[config.mk]
export PLATFORM = sky130hd
export DESIGN_NAME = filtered_jet_rank_sorter_core
export DESIGN_NICKNAME = d
export VERILOG_FILES = /design/src/rtl/core/fjrs_pkg.sv /design/src/rtl/core/fjrs_front.sv /design/src/rtl/core/fjrs_queue.sv /design/src/rtl/core/fjrs_back.sv /design/src/rtl/core/filtered_jet_rank_sorter_core.sv
export SDC_FILE = /design/constraint.sdc
export NUM_CORES = 1
export LEC_CHECK = 0
export BUFFER_PORTS_ARGS = -buffer_cell sky130_fd_sc_hd__buf_2
export CELL_PAD_IN_SITES_DETAIL_PLACEMENT = 1
export CELL_PAD_IN_SITES_GLOBAL_PLACEMENT = 1
export CORE_ASPECT_RATIO = 1.75
export CORE_MARGIN = 2
export CORE_UTILIZATION = 40
export CTS_CLUSTER_SIZE = 12
export DETAILED_ROUTE_END_ITERATION = 16
export GPL_TIMING_DRIVEN = 0
export PLACE_DENSITY_LB_ADDON = 0.1
export SETUP_SLACK_MARGIN = 0.5
export SYNTH_ARGS = -nofsm -noshare
export SYNTH_HDL_FRONTEND = slang
export SYNTH_HIERARCHICAL = 1
export SYNTH_SLANG_ARGS = --single-unit
[constraint.sdc]
create_clock -name clock -period 11.6 [get_ports clock]
set_clock_uncertainty 0.15 [all_clocks]
set_input_delay 2.32 -clock clock [delete_from_list [all_inputs] [get_ports clock]]
set_output_delay 2.32 -clock clock [all_outputs]
set_load 0.05 [all_outputs]
[src/rtl/core/fjrs_pkg.sv]
// ----------------------------------------------------------------------------
// fjrs_pkg
// Types and constants shared by the filtered jet rank sorter modules.
// ----------------------------------------------------------------------------
`default_nettype none

package fjrs_pkg;

   localparam int JET_INDEX_WIDTH = 6;
   localparam int ARRIVAL_WIDTH   = 7;
   localparam logic [ARRIVAL_WIDTH-1:0] ARRIVAL_LIMIT = 7'd64;

   localparam int CSR_INDEX_WIDTH = 2;
   localparam int CSR_DATA_WIDTH  = 16;
   localparam logic [CSR_INDEX_WIDTH-1:0] CSR_MIN_PT     = 2'd0;
   localparam logic [CSR_INDEX_WIDTH-1:0] CSR_MAX_ETA    = 2'd1;
   localparam logic [CSR_INDEX_WIDTH-1:0] CSR_REQUIRE_ID = 2'd2;

   localparam logic [15:0] MIN_PT_RESET     = 16'd0;
   localparam logic [10:0] MAX_ETA_RESET    = 11'd2047;
   localparam logic        REQUIRE_ID_RESET = 1'b0;

   typedef struct packed {
      logic [15:0]        pt;
      logic signed [11:0] eta;
      logic signed [15:0] btag;
      logic               id_pass;
      logic               last_jet;
   } req_word_type;

   typedef struct packed {
      logic [JET_INDEX_WIDTH-1:0] jet_index;
      logic                       last_result;
      logic                       empty_res;
      logic                       overflow;
   } rsp_word_type;

   // classified jet, front to back
   typedef struct packed {
      logic                       keep;
      logic [JET_INDEX_WIDTH-1:0] jet_index;
      logic signed [15:0]         score;
      logic                       late_ovf;
      logic                       last;
   } jet_word_type;

   // queue handshake toward the back end
   typedef struct packed {
      logic valid;
      logic full;
   } queue_status_type;

endpackage

`default_nettype wire

[src/rtl/core/fjrs_front.sv]
// ----------------------------------------------------------------------------
// fjrs_front
// Config registers, jet cuts and arrival numbering; pushes classified words.
// ----------------------------------------------------------------------------
`default_nettype none

module fjrs_front import fjrs_pkg::*; (
   input  wire logic                       clock,
   input  wire logic                       reset,
   input  wire logic                       req_valid,
   output logic                            req_stall,
   input  wire req_word_type               req_word,
   input  wire logic                       csr_valid,
   output logic                            csr_ready,
   input  wire logic [CSR_INDEX_WIDTH-1:0] csr_index,
   input  wire logic [CSR_DATA_WIDTH-1:0]  csr_data,
   input  wire logic                       queue_full,
   output logic                            push,
   output jet_word_type                    push_word
);

   logic [15:0]              min_pt_ff, min_pt_in;
   logic [10:0]              max_eta_ff, max_eta_in;
   logic                     require_id_ff, require_id_in;
   logic [ARRIVAL_WIDTH-1:0] arrival_ff, arrival_in;

   logic        at_limit;
   logic        pass;
   logic [11:0] abs_eta;

   assign csr_ready = 1'b1;
   assign req_stall = queue_full;
   assign push      = req_valid && !req_stall;

   always_comb begin
      // -2048 negates to 0x800, which exceeds any max_eta
      abs_eta  = req_word.eta[11] ? (12'd0 - req_word.eta) : req_word.eta;
      at_limit = (arrival_ff >= ARRIVAL_LIMIT);
      pass     = (req_word.pt >= min_pt_ff) &&
                 (abs_eta <= {1'b0, max_eta_ff}) &&
                 !(require_id_ff && !req_word.id_pass);

      push_word.keep      = pass && !at_limit;
      push_word.jet_index = arrival_ff[JET_INDEX_WIDTH-1:0];
      push_word.score     = req_word.btag;
      push_word.late_ovf  = at_limit;
      push_word.last      = req_word.last_jet;

      arrival_in = arrival_ff;
      if (push) begin
         if (req_word.last_jet) begin
            arrival_in = '0;
         end else if (!at_limit) begin
            arrival_in = arrival_ff + ARRIVAL_WIDTH'(1);
         end
      end

      min_pt_in     = min_pt_ff;
      max_eta_in    = max_eta_ff;
      require_id_in = require_id_ff;
      if (csr_valid && csr_ready) begin
         case (csr_index)
            CSR_MIN_PT:     min_pt_in     = csr_data[15:0];
            CSR_MAX_ETA:    max_eta_in    = csr_data[10:0];
            CSR_REQUIRE_ID: require_id_in = csr_data[0];
            default: ;
         endcase
      end
   end

   always_ff @(posedge clock) begin
      if (reset) begin
         min_pt_ff     <= MIN_PT_RESET;
         max_eta_ff    <= MAX_ETA_RESET;
         require_id_ff <= REQUIRE_ID_RESET;
         arrival_ff    <= '0;
      end else begin
         min_pt_ff     <= min_pt_in;
         max_eta_ff    <= max_eta_in;
         require_id_ff <= require_id_in;
         arrival_ff    <= arrival_in;
      end
   end

endmodule

`default_nettype wire

[src/rtl/core/fjrs_queue.sv]
// ----------------------------------------------------------------------------
// fjrs_queue
// Two-word queue between the front end and the sorting back end.
// ----------------------------------------------------------------------------
`default_nettype none

module fjrs_queue import fjrs_pkg::*; (
   input  wire logic         clock,
   input  wire logic         reset,
   input  wire logic         push,
   input  wire jet_word_type push_word,
   input  wire logic         pop,
   output queue_status_type  status,
   output jet_word_type      pop_word
);

   jet_word_type mem [2];
   logic       wr_ptr_ff, wr_ptr_in;
   logic       rd_ptr_ff, rd_ptr_in;
   logic [1:0] count_ff, count_in;
   logic       do_push, do_pop;

   always_comb begin
      status.valid = (count_ff != 2'd0);
      status.full  = (count_ff == 2'd2);
      do_push      = push && !status.full;
      do_pop       = pop && status.valid;
      pop_word     = mem[rd_ptr_ff];
      wr_ptr_in    = do_push ? !wr_ptr_ff : wr_ptr_ff;
      rd_ptr_in    = do_pop ? !rd_ptr_ff : rd_ptr_ff;
      count_in     = count_ff + 2'(do_push) - 2'(do_pop);
   end

   always_ff @(posedge clock) begin
      if (do_push) begin
         mem[wr_ptr_ff] <= push_word;
      end
   end

   always_ff @(posedge clock) begin
      if (reset) begin
         wr_ptr_ff <= 1'b0;
         rd_ptr_ff <= 1'b0;
         count_ff  <= 2'd0;
      end else begin
         wr_ptr_ff <= wr_ptr_in;
         rd_ptr_ff <= rd_ptr_in;
         count_ff  <= count_in;
      end
   end

endmodule

`default_nettype wire

[src/rtl/core/fjrs_back.sv]
// ----------------------------------------------------------------------------
// fjrs_back
// Compare-and-shift insertion rank array; drains the ranking on the last jet.
// ----------------------------------------------------------------------------
`default_nettype none

module fjrs_back import fjrs_pkg::*; #(
   parameter int MAX_JETS = 16
) (
   input  wire logic             clock,
   input  wire logic             reset,
   input  wire queue_status_type q_status,
   input  wire jet_word_type     q_word,
   output logic                  q_pop,
   output logic                  rsp_valid,
   input  wire logic             rsp_stall,
   output rsp_word_type          rsp_word
);

   localparam int KW = $clog2(MAX_JETS + 1);

   typedef enum logic {ST_RUN, ST_DRAIN} state_type;

   state_type    state_ff, state_in;
   logic [KW-1:0] kept_ff, kept_in;
   logic         ovf_ff, ovf_in;
   logic         rsp_valid_ff, rsp_valid_in;
   rsp_word_type rsp_word_ff, rsp_word_in;

   logic [JET_INDEX_WIDTH-1:0] rank_index_ff [MAX_JETS];
   logic signed [15:0]         rank_score_ff [MAX_JETS];

   logic [MAX_JETS-1:0] ins, ins_prev;
   logic full, out_free, do_insert, do_shift;

   assign rsp_valid = rsp_valid_ff;
   assign rsp_word  = rsp_word_ff;

   always_comb begin
      // ins[k]: the new jet lands at or above cell k (monotone over k)
      for (int k = 0; k < MAX_JETS; k++) begin
         ins[k] = (KW'(k) >= kept_ff) || (q_word.score > rank_score_ff[k]);
      end
      ins_prev = ins << 1;
      full     = (kept_ff == KW'(MAX_JETS));
      out_free = !rsp_valid_ff || !rsp_stall;
      q_pop    = (state_ff == ST_RUN) && q_status.valid;
      do_insert = q_pop && q_word.keep;
      do_shift  = (state_ff == ST_DRAIN) && out_free;

      state_in     = state_ff;
      kept_in      = kept_ff;
      ovf_in       = ovf_ff;
      rsp_valid_in = out_free ? 1'b0 : rsp_valid_ff;
      rsp_word_in  = rsp_word_ff;

      case (state_ff)
         ST_RUN: begin
            if (q_pop) begin
               if (do_insert && !full) begin
                  kept_in = kept_ff + KW'(1);
               end
               ovf_in = ovf_ff || q_word.late_ovf || (do_insert && full);
               if (q_word.last) begin
                  state_in = ST_DRAIN;
               end
            end
         end
         ST_DRAIN: begin
            if (out_free) begin
               rsp_valid_in         = 1'b1;
               rsp_word_in.overflow = ovf_ff;
               if (kept_ff == '0) begin
                  rsp_word_in.jet_index   = '0;
                  rsp_word_in.empty_res   = 1'b1;
                  rsp_word_in.last_result = 1'b1;
               end else begin
                  rsp_word_in.jet_index   = rank_index_ff[0];
                  rsp_word_in.empty_res   = 1'b0;
                  rsp_word_in.last_result = (kept_ff == KW'(1));
               end
               if (kept_ff <= KW'(1)) begin
                  state_in = ST_RUN;
                  kept_in  = '0;
                  ovf_in   = 1'b0;
               end else begin
                  kept_in = kept_ff - KW'(1);
               end
            end
         end
         default: state_in = ST_RUN;
      endcase
   end

   always_ff @(posedge clock) begin
      if (reset) begin
         state_ff     <= ST_RUN;
         kept_ff      <= '0;
         ovf_ff       <= 1'b0;
         rsp_valid_ff <= 1'b0;
      end else begin
         state_ff     <= state_in;
         kept_ff      <= kept_in;
         ovf_ff       <= ovf_in;
         rsp_valid_ff <= rsp_valid_in;
      end
      rsp_word_ff <= rsp_word_in;
   end

   // rank cells: insert shifts down, drain shifts up toward cell 0
   for (genvar k = 0; k < MAX_JETS; k++) begin : g_cell
      logic [JET_INDEX_WIDTH-1:0] up_index, down_index;
      logic signed [15:0]         up_score, down_score;

      if (k == 0) begin : g_top
         assign up_index = q_word.jet_index;
         assign up_score = q_word.score;
      end else begin : g_mid
         assign up_index = rank_index_ff[k-1];
         assign up_score = rank_score_ff[k-1];
      end

      if (k == MAX_JETS - 1) begin : g_bottom
         assign down_index = rank_index_ff[k];
         assign down_score = rank_score_ff[k];
      end else begin : g_below
         assign down_index = rank_index_ff[k+1];
         assign down_score = rank_score_ff[k+1];
      end

      always_ff @(posedge clock) begin
         if (do_insert && ins[k]) begin
            if (!ins_prev[k]) begin
               rank_index_ff[k] <= q_word.jet_index;
               rank_score_ff[k] <= q_word.score;
            end else begin
               rank_index_ff[k] <= up_index;
               rank_score_ff[k] <= up_score;
            end
         end else if (do_shift) begin
            rank_index_ff[k] <= down_index;
            rank_score_ff[k] <= down_score;
         end
      end
   end

endmodule

`default_nettype wire

[src/rtl/core/filtered_jet_rank_sorter_core.sv]
// ----------------------------------------------------------------------------
// filtered_jet_rank_sorter_core
// Filters the jets of an event and returns surviving positions by tag score.
// ----------------------------------------------------------------------------
// Usage:
//   req_*  one jet word per accepted cycle (req_valid high, req_stall low).
//          The word with last_jet set closes the event.
//   rsp_*  ranked positions, highest score first; last_result marks the end,
//          empty_res a single result for an event with no surviving jet.
//   csr_*  register writes (min_pt, max_eta, require_id); always ready.
// Throughput: one jet per cycle while an event is collected; the two-word
//   queue between the cut stage and the rank array absorbs a short stall.
// After the last jet is taken it is written into the queue; the rank array pops
//   it, enters its drain state and then registers the first result. Draining
//   gives max(kept, 1) results, one result per cycle unless rsp_stall holds the
//   output; the rank array takes no jet meanwhile, and req_stall rises once the queue fills.
// A stalled rsp word holds; a new result is loaded as the old one is taken.
// Reset clears the registers to their defaults and empties queue and array.
// ----------------------------------------------------------------------------
`default_nettype none

module filtered_jet_rank_sorter_core import fjrs_pkg::*; #(
   parameter int MAX_JETS = 16
) (
   input  wire logic                       clock,
   input  wire logic                       reset,
   input  wire logic                       req_valid,
   output logic                            req_stall,
   input  wire req_word_type               req_word,
   output logic                            rsp_valid,
   input  wire logic                       rsp_stall,
   output rsp_word_type                    rsp_word,
   input  wire logic                       csr_valid,
   output logic                            csr_ready,
   input  wire logic [CSR_INDEX_WIDTH-1:0] csr_index,
   input  wire logic [CSR_DATA_WIDTH-1:0]  csr_data
);

   logic             push, pop;
   jet_word_type     push_word, pop_word;
   queue_status_type q_status;

   fjrs_front u_front (
      .clock      (clock),
      .reset      (reset),
      .req_valid  (req_valid),
      .req_stall  (req_stall),
      .req_word   (req_word),
      .csr_valid  (csr_valid),
      .csr_ready  (csr_ready),
      .csr_index  (csr_index),
      .csr_data   (csr_data),
      .queue_full (q_status.full),
      .push       (push),
      .push_word  (push_word)
   );

   fjrs_queue u_queue (
      .clock     (clock),
      .reset     (reset),
      .push      (push),
      .push_word (push_word),
      .pop       (pop),
      .status    (q_status),
      .pop_word  (pop_word)
   );

   fjrs_back #(.MAX_JETS(MAX_JETS)) u_back (
      .clock     (clock),
      .reset     (reset),
      .q_status  (q_status),
      .q_word    (pop_word),
      .q_pop     (pop),
      .rsp_valid (rsp_valid),
      .rsp_stall (rsp_stall),
      .rsp_word  (rsp_word)
   );

   a_empty_is_last: assert property (@(posedge clock) disable iff (reset)
      rsp_valid && rsp_word.empty_res |-> rsp_word.last_result && rsp_word.jet_index == '0)
      else $error("empty result not marked last");

   a_full_has_data: assert property (@(posedge clock) disable iff (reset)
      q_status.full |-> q_status.valid && req_stall)
      else $error("queue full flag inconsistent");

   a_reset_quiet: assert property (@(posedge clock)
      reset |=> !rsp_valid)
      else $error("result valid right after reset");

endmodule

`default_nettype wire
-- Word-level counts from Yosys, hierarchy flattened
Memory sizes are Yosys's and may differ from the RTL's. A register that Yosys moved wholly into a read port is not among the register bits.
Index checks and enable logic that the tools add are counted.
- bits in writable memories: 402
- flip-flop bits (word level): 56
- memories: 3
- input port bits: 69
- output and inout bits: 12
- add/sub/neg operators: 6
- bitwise gates (word level): 63
- reductions and logical operators: 66
- mux-type cells: 212
- $lt $le $gt $ge: 36
- equality and inequality tests: 10
- memories (name ; words ; bits a word ; read ports ; clocked after memory_dff ; write ports ; RTL line ; RTL):
    u_back.rank_score_ff ; 16 ; 16 ; 16 ; 0 ; 16 ; fjrs_back.sv:31 ; logic signed [15:0] rank_score_ff [MAX_JETS];
    u_back.rank_index_ff ; 16 ; 6 ; 16 ; 0 ; 16 ; fjrs_back.sv:30 ; logic [JET_INDEX_WIDTH-1:0] rank_index_ff [MAX_JETS];
    u_queue.mem ; 2 ; 25 ; 1 ; 1 ; 1 ; fjrs_queue.sv:17 ; jet_word_type mem [2];
- operator list (cell ; number):
    $mux W16 ; 31
    $gt A16 B16 Y1 ; 16
    $mux W6 ; 31
    $mux W1 ; 140
    $or A1 B1 Y1 ; 62
    $ge A4 B5 Y1 const A ; 8
    $logic_and A1 B1 Y1 ; 28
    $ge A3 B5 Y1 const A ; 4
    $mux W5 ; 4
    $logic_or A1 B1 Y1 ; 19
    $ge A16 B16 Y1 ; 1
    $mux W7 ; 2
    $le A12 B11 Y1 ; 1
    $mux W12 ; 1
    $sub A1 B12 Y12 const A ; 1
    $ge A1 B5 Y1 const A ; 2
    $ge A2 B5 Y1 const A ; 2
    $ne A2 B2 Y1 const B ; 5
    $pmux W5 S2 ; 1
    $reduce_and A2 Y1 ; 5
    $logic_not A1 Y1 ; 9
    $add A7 B1 Y7 const B ; 1
    $ge A7 B7 Y1 const B ; 1
    $reduce_and A3 Y1 ; 2
    other kinds (14) ; 16

-- Longest topological paths before layout
- depth after elaboration: 8
- gate-level depth with buffers: 13
- mapped depth without buffers: 11

-- Modules after synthesis
The synthesis kept the hierarchy.
- modules (own cells, without submodules) (module ; area an instance (um^2) ; times used ; cells each):
    fjrs_back ; 23995.5 ; 1 ; 2273
    fjrs_front ; 2418.6 ; 1 ; 305
    fjrs_queue ; 2039.5 ; 1 ; 105

-- Least setup slack after synthesis
No wires, ideal clock.
- path type: in2reg
- from: input rsp_stall
- to: memory u_back.rank_index_ff[4][0] (netlist: u_back/rank_index_ff[0][24]), enable pin
- path slack: 6751 ps
- buffers on the path: 3
- stages on the path: 6
- arrival: 4162 ps
- required time: 10913 ps
- cells stage by stage: nand2_1 > nand2_1 > clkbuf_1 > clkbuf_1 > clkbuf_1 > o21ai_0
- RTL lines (what ; RTL line ; RTL):
    from (decl) ; filtered_jet_rank_sorter_core.sv:31 ; input wire logic rsp_stall,
    to (decl) ; fjrs_back.sv:30 ;

==> metrics.md <==
| Metric | Value |
|---|---|
| Worst hold margin | `0.3068 ns` |
| Seq/Total Area, Yosys | `0.4675` |
| DRT antenna net count | `0` |
| # DRC | `0` |
| RSZ-0062 raised after global routing | `false` |
| Clock root buffer master | `clkbuf_16` |
| CP Buf/Inv Count | `4` |
| Slowest CP cell | `nand3_1` |
| DIE WIDTH | `205.6 microns` |
| Final Setup Violations | `0` |
| Initial antenna violation count | `0` |
| Critical Path AT | `6.25 ns` |
| Final net count | `3167` |
| Placed insts | `3672` |
| Cts bufs inserted | `48` |
| CP Cell Sequence | `buf_2 -> nand2_1 -> nand2_1 -> clkbuf_1 -> clkbuf_1 -> clkbuf_1 -> nand3_1` |
| Routed wire length | `106500 microns` |
| Fin crit period | `6.428 ns` |
| Total track usage | `0.2909` |
| Largest family of logic cells by synthesized area | `compound AO/OA/AOI/OAI gates` |
| Row count | `129` |
| Die area | `73370 sq um` |
| Yosys reg bits | `459` |
| Share of post-route cells with drive strength above 1 | `0.1088` |
| Total grt overflow | `0` |
| Outcome | `completed` |
| DR vias | `22800` |
| Max frequency | `0.1556 GHz` |
| Vias in the first global route | `25110` |
| GP Congestion | `0.9166` |
| Setup repair bufs after CTS | `0` |
| Syn nets | `3045` |
| Global-route wire length before repair | `154700 microns` |
| CTS max path bufs | `3` |
| Tightest Hold Check Type | `flip-flop to flip-flop` |
| Final slew viol count | `0` |
| Post-Synth Adder-Cell Area | `0.1288` |
| Req. time, crit path | `11.42 ns` |
| DR pass1 iterations | `7` |
| Cell family with most CP delay | `buffers and inverters` |
| Max cap viols | `0` |
| Hold-fix buffers, CTS | `0` |
| Ports | `81` |
| Clock tree from TritonCTS | `built` |
| Fin. Hold Viols | `0` |
| Synth Flop Type | `edfxtp_1` |
| Worst-skew pair later-pin latency | `0.61 ns` |
| I/O Buffers | `63` |
| Normalized max-slew margin | `0.1032` |
| Cell variety after synth | `97` |
| Post-Synth Simple-Gate Area | `0.08535` |
| Post-CTS sizing | `0` |
| CP startpoint kind | `input port` |
| Area Overhead vs Synth | `11.10%` |
| Post-synth EDFFs | `411` |
| DR vias/cell | `6.068` |
| Initial Util | `0.4034` |
| Highest cell delay on the worst timing path | `1.16 ns` |
| Setup TNS Final | `0 ns` |
| DR iter-0 viols | `1242` |
| Post-DP HPWL | `87410 microns` |
| Async SR Flop Fraction | `0` |
| Yosys warns | `6` |
| Critical Path Fanout Max | `22` |
| Post-synthesis compound-gate area fraction | `0.2247` |
| Synth Cell Area | `28450 sq um` |
| Crit-path most repeated cell | `clkbuf_1` |
| Mapped Avg Cell Area | `10.61 sq um` |
| Detailed-route wire length per cell | `28.35 microns` |
| CTS H-tree depth | `2` |
| Setup Crit Path Kind | `input port to flip-flop` |
| Mux share of post-synthesis cell area | `0.01966` |
| Non-Filler Instances | `3758` |
| Element type at the critical path end | `flip-flop` |
| Pin count of the biggest net entering global routing | `26` |
| DP Area | `30120 sq um` |
| # diodes | `0` |
| Die Y | `356.8 microns` |
| Slew @ Worst Pin | `1.341 ns` |
| Final period util | `0.5542` |
| Reg clk slew, reported paths | `0.06 ns` |
| Post-Synth XOR/XNOR Area | `0.004925` |
| R2r setup slk | `5.79 ns` |
| Core area | `70530 sq um` |
| Num Clock Sinks | `459` |
| Design area | `31610 sq um` |
| Mapped Cells | `2683` |
| Fill count | `7737` |
## through the flow
| step | utilization | setup slack, ns |
|---|---|---|
| 6_report | 0.4482 | 5.172 |
| 2_1_floorplan | - | 6.751 |
| 5_1_grt | 0.4482 | 5.134 |
| 3_5_place_dp | 0.4270 | 4.608 |
| 4_1_cts | 0.4482 | 5.253 |
| 3_3_place_gp | 0.4241 | 4.160 |
## layout make-up
cell class | count | area [sq um] | area share
Clock inverter | 17 | 183.9 | 0.005818
Inverter | 301 | 1130 | 0.03574
Sequential cell | 459 | 13300 | 0.4208
Timing Repair Buffer | 72 | 478.0 | 0.01512
Multi-Input combinational cell | 1751 | 13230 | 0.4185
Tap cell | 917 | 1147 | 0.03630
Clock buffer | 69 | 1311 | 0.04148
Buffer | 172 | 829.5 | 0.02624
## cell families after synthesis
family / count (synthesis)
flip-flops: 459
buffers and inverters: 473
XOR/XNOR: 16
multiplexers: 50
adder cells (fa/ha/maj): 293
AND/OR/NAND/NOR: 485
other: 1
AO/OA/AOI/OAI: 906
## cells in the final DEF, fill, tap and decap left out, types with 7 or more instances in the layout
cell type,count
nand2_1,155
ha_1,293
mux2_2,47
clkbuf_1,98
nand3_1,21
a22o_1,69
buf_1,12
buf_4,28
or3_1,10
clkbuf_16,49
nand2b_1,9
buf_2,115
o211ai_1,27
a211o_1,13
and3_1,11
o21ai_1,98
o21ai_0,89
a211oi_1,10
o31ai_1,7
nor3_1,27
nor2_1,109
o2111ai_1,7
a21o_1,133
a21oi_1,157
xnor2_1,11
o32ai_1,16
dfxtp_1,48
o221ai_1,12
a31oi_1,7
nor2b_1,30
a221o_1,70
a22oi_1,117
inv_1,299
nor2_2,7
and4_1,10
edfxtp_1,411
nand4_1,55
o21a_1,17
## flip-flops by register name (all words and copies together) (netlist names), 2 cells and up, named ones only
| name | count |
|---|---|
| u_queue/mem | 50 |
| u_front/max_eta_ff | 11 |
| u_back/rank_index_ff | 96 |
| u_back/rank_score_ff | 256 |
| u_front/min_pt_ff | 16 |
| u_queue/count_ff | 2 |
| u_back/rsp_word | 9 |
| u_front/arrival_ff | 7 |
| u_back/kept_ff | 5 |
## metal layers
| metal | wire length, microns | track usage | part of all wire | up-vias |
|---|---|---|---|---|
| met5 | 0 | 0 | 0 | - |
| met4 | 10820 | 0.2545 | 0.10 | 0 |
| met3 | 3191 | 0.02633 | 0.030 | 343 |
| met2 | 58640 | 0.5648 | 0.55 | 680 |
| met1 | 33890 | 0.2634 | 0.32 | 11410 |
| li1 | - | - | - | 10370 |
## cells in the mapped netlist (70+ instances only)
cell type,instances,area [sq um]
a21oi_1,157,785.8
a22oi_1,117,878.3
edfxtp_1,411,12340
a21o_1,133,998.5
inv_1,299,1122
nor2_1,110,412.9
o21ai_1,98,490.5
ha_1,293,3666
nand2_1,155,581.8
o21ai_0,96,480.5
a221o_1,70,700.7
clkbuf_1,79,296.5
## worst paths after layout
kind                                       from                               endpoint  cells after the start
max                                   rsp_stall  u_back/rank_score_ff[0][26]$_DFFE_PP_                      7
min          u_front/min_pt_ff[12]$_SDFFE_PP0P_     u_front/min_pt_ff[12]$_SDFFE_PP0P_                      2
max reg2reg                           flip-flop  u_back/rank_score_ff[1][73]$_DFFE_PP_                     11
min reg2reg  u_front/min_pt_ff[12]$_SDFFE_PP0P_     u_front/min_pt_ff[12]$_SDFFE_PP0P_                      2
## tightest hold or removal path, delay by kind of cell, from the launching register on
family / cells / cell delay [ns]
AO/OA/AOI/OAI: 1 / 0.05
AND/OR/NAND/NOR: 1 / 0.05
flip-flops: 1 / 0.31
Power is not shown: default switching activity piles up to over one toggle a cycle in this logic, so the estimate is an artifact.
